## src/rtl/core/fpns_pkg.sv

```systemverilog
`timescale 1ns / 1ps
// ----------------------------------------------------------------------------
// fpns_pkg
// Shared widths and reset values for the fixed-point Newton square root.
// ----------------------------------------------------------------------------
package fpns_pkg;

    localparam int DATA_W            = 32;
    localparam int PROD_W            = 64;
    localparam int ITER_W            = 8;
    localparam int FRAC_BITS_DEFAULT = 16;

    localparam logic [ITER_W-1:0] ITER_COUNT_RESET = 8'd8;

    // starting guess is 10.0 in the chosen fixed-point format
    localparam logic [DATA_W-1:0] GUESS_INT = 32'd10;

endpackage
// ----------------------------------------------------------------------------

```

## src/rtl/core/fixed_point_newton_sqrt.sv

```systemverilog
`timescale 1ns / 1ps
// ----------------------------------------------------------------------------
// fixed_point_newton_sqrt
// Square root of a signed fixed-point value by repeated Newton steps.
// ----------------------------------------------------------------------------
// Usage:
//   s_valid/s_ready/s_radicand take one radicand per transfer. s_ready is
//   high only while the sequencer is idle; one radicand is worked at a time.
//   m_valid/m_ready/m_root/m_divide_by_zero give one result per radicand.
//   cfg_valid/cfg_ready/cfg_data write iteration_count (low 8 bits); write it
//   only while no radicand is in flight. cfg_ready is always high.
// Steps: each Newton step passes through the 32x32 multiplier, then rounding,
//   numerator and sign handling, then the one-bit-per-cycle restoring
//   divider, then the update and loop test; N steps run, N being
//   iteration_count. A step that meets a zero divisor skips the divider.
//   A new radicand is taken only once the previous one has left the sequencer.
// Reset: aresetn is synchronous, active low; clears the sequencer and the
//   output valid and sets iteration_count to 8.
// Stall: a finished result sits in the output register while m_ready is low;
//   the sequencer goes back to idle and takes the next radicand meanwhile,
//   and waits at its end only if the output register is still full.
// ----------------------------------------------------------------------------
module fixed_point_newton_sqrt #(
    parameter int FRAC_BITS = fpns_pkg::FRAC_BITS_DEFAULT
) (
    input  logic                          aclk,
    input  logic                          aresetn,

    input  logic                          s_valid,
    output logic                          s_ready,
    input  logic signed [fpns_pkg::DATA_W-1:0] s_radicand,

    output logic                          m_valid,
    input  logic                          m_ready,
    output logic signed [fpns_pkg::DATA_W-1:0] m_root,
    output logic                          m_divide_by_zero,

    input  logic                          cfg_valid,
    output logic                          cfg_ready,
    input  logic [fpns_pkg::ITER_W-1:0]   cfg_data
);

    localparam int DW = fpns_pkg::DATA_W;
    localparam int PW = fpns_pkg::PROD_W;
    localparam int IW = fpns_pkg::ITER_W;
    localparam int CW = $clog2(PW);

    localparam logic [DW-1:0] INIT_GUESS = DW'(fpns_pkg::GUESS_INT << FRAC_BITS);
    localparam logic [PW-1:0] ROUND_HALF = PW'(64'd1 << (FRAC_BITS - 1));
    localparam logic [CW-1:0] DIV_LAST   = CW'(PW - 1);

    localparam logic [3:0] ST_IDLE = 4'd0;
    localparam logic [3:0] ST_CHK  = 4'd1;
    localparam logic [3:0] ST_MUL  = 4'd2;
    localparam logic [3:0] ST_RND  = 4'd3;
    localparam logic [3:0] ST_NUM  = 4'd4;
    localparam logic [3:0] ST_ABS  = 4'd5;
    localparam logic [3:0] ST_DIV  = 4'd6;
    localparam logic [3:0] ST_FIN  = 4'd7;
    localparam logic [3:0] ST_UPD  = 4'd8;

    logic [3:0]    state_reg,  state_next;
    logic [IW-1:0] iter_count_reg, iter_count_next;
    logic [IW-1:0] step_reg,   step_next;
    logic [CW-1:0] cnt_reg,    cnt_next;
    logic [DW-1:0] rad_reg,    rad_next;
    logic [DW-1:0] guess_reg,  guess_next;
    logic          dz_reg,     dz_next;
    logic [PW-1:0] prod_reg,   prod_next;
    logic [DW-1:0] diff_reg,   diff_next;
    logic [PW-1:0] num_reg,    num_next;
    logic [PW-1:0] dq_reg,     dq_next;
    logic [DW-1:0] rem_reg,    rem_next;
    logic [DW-1:0] den_reg,    den_next;
    logic          neg_reg,    neg_next;
    logic          out_valid_reg, out_valid_next;
    logic [DW-1:0] out_root_reg,  out_root_next;
    logic          out_dz_reg,    out_dz_next;

    logic [PW-1:0] rnd_sum;
    logic [DW-1:0] twice;
    logic [DW-1:0] twice_abs;
    logic [PW-1:0] num_calc;
    logic [PW-1:0] num_abs;
    logic [DW:0]   div_shift;
    logic [DW+1:0] div_trial;
    logic          div_ge;
    logic [DW-1:0] quot;
    logic          out_free;

    assign twice     = {guess_reg[DW-2:0], 1'b0};
    assign twice_abs = twice[DW-1] ? (~twice + DW'(1)) : twice;
    assign rnd_sum   = prod_reg + ROUND_HALF;

    // diff << FRAC_BITS plus half the divisor (twice >>> 1, sign-extended)
    assign num_calc  = ({{(PW-DW){diff_reg[DW-1]}}, diff_reg} << FRAC_BITS)
                     + {{(PW-DW+1){guess_reg[DW-2]}}, guess_reg[DW-2:0]};
    assign num_abs   = num_reg[PW-1] ? (~num_reg + PW'(1)) : num_reg;

    // restoring divider step
    assign div_shift = {rem_reg, dq_reg[PW-1]};
    assign div_trial = {1'b0, div_shift} - {2'b00, den_reg};
    assign div_ge    = !div_trial[DW+1];
    assign quot      = neg_reg ? (~dq_reg[DW-1:0] + DW'(1)) : dq_reg[DW-1:0];

    assign out_free  = !out_valid_reg || m_ready;

    always_comb begin
        state_next      = state_reg;
        iter_count_next = iter_count_reg;
        step_next       = step_reg;
        cnt_next        = cnt_reg;
        rad_next        = rad_reg;
        guess_next      = guess_reg;
        dz_next         = dz_reg;
        prod_next       = prod_reg;
        diff_next       = diff_reg;
        num_next        = num_reg;
        dq_next         = dq_reg;
        rem_next        = rem_reg;
        den_next        = den_reg;
        neg_next        = neg_reg;
        out_valid_next  = out_valid_reg;
        out_root_next   = out_root_reg;
        out_dz_next     = out_dz_reg;

        if (cfg_valid) begin
            iter_count_next = cfg_data;
        end
        if (out_valid_reg && m_ready) begin
            out_valid_next = 1'b0;
        end

        unique case (state_reg)
            ST_IDLE: begin
                if (s_valid) begin
                    rad_next   = s_radicand;
                    guess_next = INIT_GUESS;
                    dz_next    = 1'b0;
                    step_next  = '0;
                    state_next = ST_CHK;
                end
            end
            ST_CHK: begin
                state_next = (step_reg == iter_count_reg) ? ST_FIN : ST_MUL;
            end
            ST_MUL: begin
                prod_next  = PW'($signed(guess_reg) * $signed(guess_reg));
                state_next = ST_RND;
            end
            ST_RND: begin
                diff_next  = rnd_sum[FRAC_BITS +: DW] - rad_reg;
                state_next = ST_NUM;
            end
            ST_NUM: begin
                if (guess_reg[DW-2:0] == '0) begin
                    // doubled guess wrapped to zero: quotient taken as 0
                    dz_next    = 1'b1;
                    step_next  = step_reg + IW'(1);
                    state_next = ST_CHK;
                end else begin
                    num_next   = num_calc;
                    state_next = ST_ABS;
                end
            end
            ST_ABS: begin
                dq_next    = num_abs;
                den_next   = twice_abs;
                neg_next   = num_reg[PW-1] ^ twice[DW-1];
                rem_next   = '0;
                cnt_next   = '0;
                state_next = ST_DIV;
            end
            ST_DIV: begin
                dq_next  = {dq_reg[PW-2:0], div_ge};
                rem_next = div_ge ? div_trial[DW-1:0] : div_shift[DW-1:0];
                cnt_next = cnt_reg + CW'(1);
                if (cnt_reg == DIV_LAST) begin
                    state_next = ST_UPD;
                end
            end
            ST_UPD: begin
                // all quotient bits are in, apply the step
                guess_next = guess_reg - quot;
                step_next  = step_reg + IW'(1);
                state_next = ST_CHK;
            end
            ST_FIN: begin
                if (out_free) begin
                    out_valid_next = 1'b1;
                    out_root_next  = guess_reg;
                    out_dz_next    = dz_reg;
                    state_next     = ST_IDLE;
                end
            end
            default: state_next = ST_IDLE;
        endcase
    end

    always_ff @(posedge aclk) begin
        if (!aresetn) begin
            state_reg      <= ST_IDLE;
            iter_count_reg <= fpns_pkg::ITER_COUNT_RESET;
            out_valid_reg  <= 1'b0;
        end else begin
            state_reg      <= state_next;
            iter_count_reg <= iter_count_next;
            out_valid_reg  <= out_valid_next;
        end
    end

    always_ff @(posedge aclk) begin
        step_reg     <= step_next;
        cnt_reg      <= cnt_next;
        rad_reg      <= rad_next;
        guess_reg    <= guess_next;
        dz_reg       <= dz_next;
        prod_reg     <= prod_next;
        diff_reg     <= diff_next;
        num_reg      <= num_next;
        dq_reg       <= dq_next;
        rem_reg      <= rem_next;
        den_reg      <= den_next;
        neg_reg      <= neg_next;
        out_root_reg <= out_root_next;
        out_dz_reg   <= out_dz_next;
    end

    assign s_ready          = (state_reg == ST_IDLE);
    assign cfg_ready        = 1'b1;
    assign m_valid          = out_valid_reg;
    assign m_root           = out_root_reg;
    assign m_divide_by_zero = out_dz_reg;

    // divider remainder always stays below the divisor
    a_rem_below_den: assert property (@(posedge aclk) disable iff (!aresetn)
        (state_reg == ST_DIV) |-> (rem_reg < den_reg))
        else $error("divider remainder not below divisor");

    // divider counts one quotient bit per cycle without leaving early
    a_div_count: assert property (@(posedge aclk) disable iff (!aresetn)
        (state_reg == ST_DIV && cnt_reg != DIV_LAST) |=>
        (state_reg == ST_DIV && cnt_reg == $past(cnt_reg) + CW'(1)))
        else $error("divider sequence broken");

    // a result appears only out of the final state
    a_out_from_fin: assert property (@(posedge aclk) disable iff (!aresetn)
        $rose(out_valid_reg) |-> $past(state_reg == ST_FIN))
        else $error("result loaded outside final state");

    // the guess update follows the last divider cycle, after which the loop is tested
    a_upd_then_chk: assert property (@(posedge aclk) disable iff (!aresetn)
        (state_reg == ST_UPD) |=> (state_reg == ST_CHK))
        else $error("guess update not followed by loop test");

endmodule
// ----------------------------------------------------------------------------

```

## config.mk

```make
export PLATFORM = sky130hd
export DESIGN_NAME = fixed_point_newton_sqrt
export DESIGN_NICKNAME = d
export VERILOG_FILES = /design/src/rtl/core/fpns_pkg.sv /design/src/rtl/core/fixed_point_newton_sqrt.sv
export SDC_FILE = /design/constraint.sdc
export NUM_CORES = 2
export LEC_CHECK = 0
export ABC_CLOCK_PERIOD_IN_PS = 13400
export BUFFER_PORTS_ARGS = -buffer_cell sky130_fd_sc_hd__buf_2
export CAP_MARGIN = 20
export CORE_MARGIN = 4
export CORE_UTILIZATION = 35
export CTS_CLUSTER_SIZE = 24
export DETAILED_ROUTE_END_ITERATION = 8
export PLACE_DENSITY_LB_ADDON = 0.2
export RECOVER_POWER = 25
export SLEW_MARGIN = 20
export SYNTH_ARGS = -nofsm -noshare
export SYNTH_HDL_FRONTEND = slang
export SYNTH_SLANG_ARGS = --single-unit
```

## constraint.sdc

```tcl
create_clock -name aclk -period 13.4 [get_ports aclk]
set_input_delay 0.67 -clock aclk [delete_from_list [all_inputs] [get_ports aclk]]
set_output_delay 0.67 -clock aclk [all_outputs]
set_load 0.01 [all_outputs]
```

# After elaboration in Yosys (flattened, before gate mapping)
# Index checks and enable logic that the tools add are counted.
dict set report op_classes {
  n_bitwise 5
  n_lt_le_gt_ge 0
  eq_ne 14
  mul 1
  n_mux 24
  n_shift 0
  addsub 10
  n_reduce_logical 17
  div 0
}
# op n
set ops {}
lappend ops {{$pmux W32 S2} 2}
lappend ops {{$pmux W64 S2} 1}
lappend ops {{$mux W32} 3}
lappend ops {{$add A32 B1 Y32 const B} 2}
lappend ops {{$add A64 B1 Y64 const B} 1}
lappend ops {{$mux W64} 1}
lappend ops {{$not A32 Y32} 2}
lappend ops {{$not A64 Y64} 1}
lappend ops {{$sub A32 B32 Y32} 2}
lappend ops {{$add A48 B31 Y49} 1}
lappend ops {{$add A48 B16 Y48 const B} 1}
lappend ops {{$mul A32 B32 Y48} 1}
lappend ops {{$pmux W4 S9} 1}
lappend ops {{$sub A33 B32 Y34} 1}
lappend ops {{$logic_not A31 Y1} 1}
lappend ops {{$mux W31} 1}
lappend ops {{$pmux W8 S3} 1}
lappend ops {{$eq A4 B3 Y1 const B} 4}
lappend ops {{$mux W8} 2}
lappend ops {{$mux W4} 3}
lappend ops {{$pmux W6 S2} 1}
lappend ops {{$reduce_and A3 Y1} 3}
lappend ops {{$add A8 B1 Y8 const B} 1}
lappend ops {{$eq A4 B2 Y1 const B} 2}
lappend ops {{other kinds (18)} 32}
dict set report totals {
  in_bits 45
  latchBits 0
  mem_bits_rw 0
  elab_cells 89
  register_bits 398
  memories 0
  rom_bits 0
}

# Logic depth before layout (Yosys ltp)
dict set report depth {
  ltp_word 5
  ltp_mapped 31
  ltp_nobuf 29
}

# Worst setup path before layout
# No wires, ideal clock.
dict set report synth_timing {
  path_kind {flip-flop to flip-flop}
  start {register guess_reg[4]}
  end {register prod_reg[44] (data pin)}
  stages_incl_launch_ff 29
  setup_slack_ns 5.435
  t_required_ns 13.142
  arrival_ns 7.707
  synth_period_minus_slack_ns 7.965
  path_cell_list {edfxtp_1 -> clkbuf_1 -> clkbuf_1 -> clkbuf_1 -> nand2_1 -> fa_1 -> fa_1 -> inv_1 -> fa_1 -> inv_1 -> fa_1 -> inv_1 -> fa_1 -> fa_1 -> fa_1 -> inv_1 -> fa_1 -> inv_1 -> ha_1 -> o21a_1 -> o2111ai_1 -> nor3_1 -> o21a_1 -> o2111ai_1 -> nor2b_1 -> a2111oi_0 -> o21a_1 -> a21oi_1 -> xnor2_1}
}
dict set report synth_between {
  elab_chain_len 1
}
# element line_no
set synth_lines {}
lappend synth_lines {{from (decl)} fixed_point_newton_sqrt.sv:67} ;# logic [DW-1:0] guess_reg, guess_next;
lappend synth_lines {{from (signal assigned)} fixed_point_newton_sqrt.sv:216} ;# guess_reg <= guess_next;
lappend synth_lines {{$mul A32 B32 Y48} fixed_point_newton_sqrt.sv:148} ;# prod_next = PW'($signed(guess_reg) * $signed(guess_reg));
lappend synth_lines {{to (signal assigned)} fixed_point_newton_sqrt.sv:218} ;# prod_reg <= prod_next;
lappend synth_lines {{to (decl)} fixed_point_newton_sqrt.sv:69} ;# logic [PW-1:0] prod_reg, prod_next;
# Every way passes these cells.
# A chain may end at the register's enable or synchronous reset.

# Worst setup path in the final report
dict set report layout_timing {
  start {register guess_reg[17]}
  end {register prod_reg[47] (data pin)}
}
# Same word-level chain as after synthesis.

==> metrics <==
core outline area=~0.13 sq mm; Synth area leader=fa_1; Final Hold Fails=0; Num CTS Buffers=42; Critical R2R Launch=guess_reg[17]; Setup crit end=prod_reg[47]; diodes inserted=0; critical path class=reg2reg; row cnt=approximately 130; hold_sp=s_radicand[16]; RD Place Congestion=0.8429; Final setup viols=0; initial drt markers=1835; share of cells above drive strength 1=0.03743; failing checks=capacitance limit, slew limit; FF-to-FF path depth=29; slowest library cell on the worst path=clkbuf_1; Setup crit start kind=flip-flop; post-detailed-routing wire length=between 100000 and 150000 um; unrepaired setup endpoints after global routing=no; fin crit share=0.8031; final core occ=0.3817; Max Root-Sink Buffers=3; top-area cell type share of the netlist area=0.3328; fmax=92.92 MHz; register area share after synthesis=0.2330; Synth cell types=81; Worst path depth=29; Hold Crit Class=in2reg; number of flip-flops in the largest register=64; CTS tree=built; layout overhead on the synthesized area=7.903%; final net count=5843; Fill cells=~13000; initial antenna violation count=2; Clock Latency Late Sink=590 ps; synthesized area per cell=9.969 sq um; Vias per Instance=4.848; Post-synth EDFFs=354; PortBufs=between 70 and 80; Main synth FF type=edfxtp_1; dpl hpwl=97280 um; grt total ovfl=0; Min Hold Slack=247.6 ps; die height=373.4 um; Mapped Cells=4688; die area=0.1394 sq mm; critical path's top delay family=adder cells; CP endpoint kind=flip-flop; Chip Width=373.4 um; number of global-route vias before repair=34320; post-CTS sizing=0; Routed Antenna Nets=0; first-pass GRT wire length=around 200000 um; Root Driver=clkbuf_16; DRC Markers=0; Initial Util=0.3537; Critical Path RT=13730 ps; run status=complete, but fails checks; Area contributors post-synth=fa_1, edfxtp_1, inv_1; max_cap viols=23; crit-path max cell delay=1820 ps; Setup crit start=guess_reg[17]; routed length per instance=19.42 um; Sink Count=around 370; Slew headroom=-1.261; YS warnings=0; r2r setup slk=2640 ps; crit path buf inv count=9; CTS clk-pin slew, worst paths=70 ps; total negative slack=0 ps; Post-Route Skew=27.57 ps; Slew @ Worst Pin=approximately 3400 ps; Post-Syn Area=0.04673 sq mm; critical path peak fanout=29; min Tclk post-route=10760 ps; largest net degree at the start of global routing=77; register bit total from synthesis=367; post-cts hold buffer count=0; Worst Path Arrival=roughly 11000 ps; reg2reg end=prod_reg[47]; All-Layer GR Usage=0.1844; H-tree levels=2; Slew Viols, Final=744; most frequent CP cell=fa_1; syn_nets=between 5000 and 6000; Post-synth ARST share=0; vias post-DR=between 30000 and 40000; Pre-antenna DRT Iters=7; I/O pin total=81; Setup Buffers After CTS=0
-- cells in the mapped netlist (59+ instances only) --
| library cell | instances |
|---|---|
| a21o_1 | 59 |
| clkbuf_1 | 130 |
| ha_1 | 298 |
| fa_1 | 777 |
| nand2_1 | 444 |
| o21ai_0 | 157 |
| edfxtp_1 | 354 |
| xor2_1 | 140 |
| a21oi_1 | 144 |
| xnor2_1 | 170 |
| and2_1 | 164 |
| nor2_1 | 201 |
| inv_1 | 1061 |
-- kinds of logic after synthesis --
logic type,synth area share
xor gates and xnor gates,0.05810
other,0.00008024
DFF,0.2330
buffers and inverters,0.09801
adders and majority gates,0.4126
muxes,0.002383
and+or+nand+nor,0.1184
AOI/OAI and AO/OA,0.07740
-- how the worst min path moves through the flow --
stage / endpoint / slack (ps) / cells past startpoint
global placement: m_divide_by_zero / 400 / 0
global route: rad_reg[22] / 220 / 1
detailed placement: m_divide_by_zero / 410 / 0
CTS: rad_reg[16] / 210 / 1
floorplan: m_divide_by_zero / 400 / 0
finish: rad_reg[16] / 250 / 1
-- final cells by class --
class	instances	area (sq um)	share of cell area
clock buffer	51	1106	0.02193
clock inverter	25	249.0	0.004937
inverter	1067	4005	0.07942
multi-input combinational	3108	31300	0.6207
sequential	367	10890	0.2160
tap	1755	2196	0.04354
timing repair buffer	137	679.4	0.01347
-- placed cells by master (no fill, tap or decap), types with 31 or more instances in the layout --
| cell | n |
|---|---|
| inv_1 | 1061 |
| fa_1 | 777 |
| nand2_1 | 441 |
| edfxtp_1 | 354 |
| ha_1 | 298 |
| nor2_1 | 198 |
| xnor2_1 | 170 |
| and2_1 | 163 |
| o21ai_0 | 157 |
| a21oi_1 | 144 |
| xor2_1 | 140 |
| clkbuf_1 | 73 |
| a21o_1 | 59 |
| nand3_1 | 58 |
| nor3_1 | 47 |
| clkbuf_16 | 43 |
| buf_2 | 42 |
| nor2b_1 | 41 |
| and3_1 | 41 |
| o21a_1 | 36 |
| nand2b_1 | 34 |
| o31ai_1 | 31 |
-- per-stage QoR --
step / setup slack (ps) / cell area, sq um / std cells
2_1_floorplan: 5435 / 46730 / 4688
5_1_grt: 2216 / 50430 / 6510
3_5_place_dp: 4611 / 49230 / 6434
3_3_place_gp: 4706 / 49230 / 6434
6_report: 2638 / 50430 / 6510
4_1_cts: 4595 / 50580 / 6510
-- worst reg2reg max path: cells and delay by family (launching register included) --
family | cells | cell delay, ps
adders and majority gates | 9 | 4030
buffers and inverters | 9 | 3670
AOI/OAI and AO/OA | 7 | 1660
and+or+nand+nor | 3 | 740
DFF | 1 | 320
xor gates and xnor gates | 1 | 90
-- routing by layer --
metal | vias to the layer above | GRT usage | share of wire
met5 | - | 0 | 0
met4 | 0 | 0.07126 | 0.045
met3 | 227 | 0.02475 | 0.045
met2 | 691 | 0.3178 | 0.49
met1 | 15820 | 0.2354 | 0.42
li1 | 14820 | - | -
Power is not shown: default switching activity piles up to over one toggle a cycle in this logic, so the estimate is an artifact.
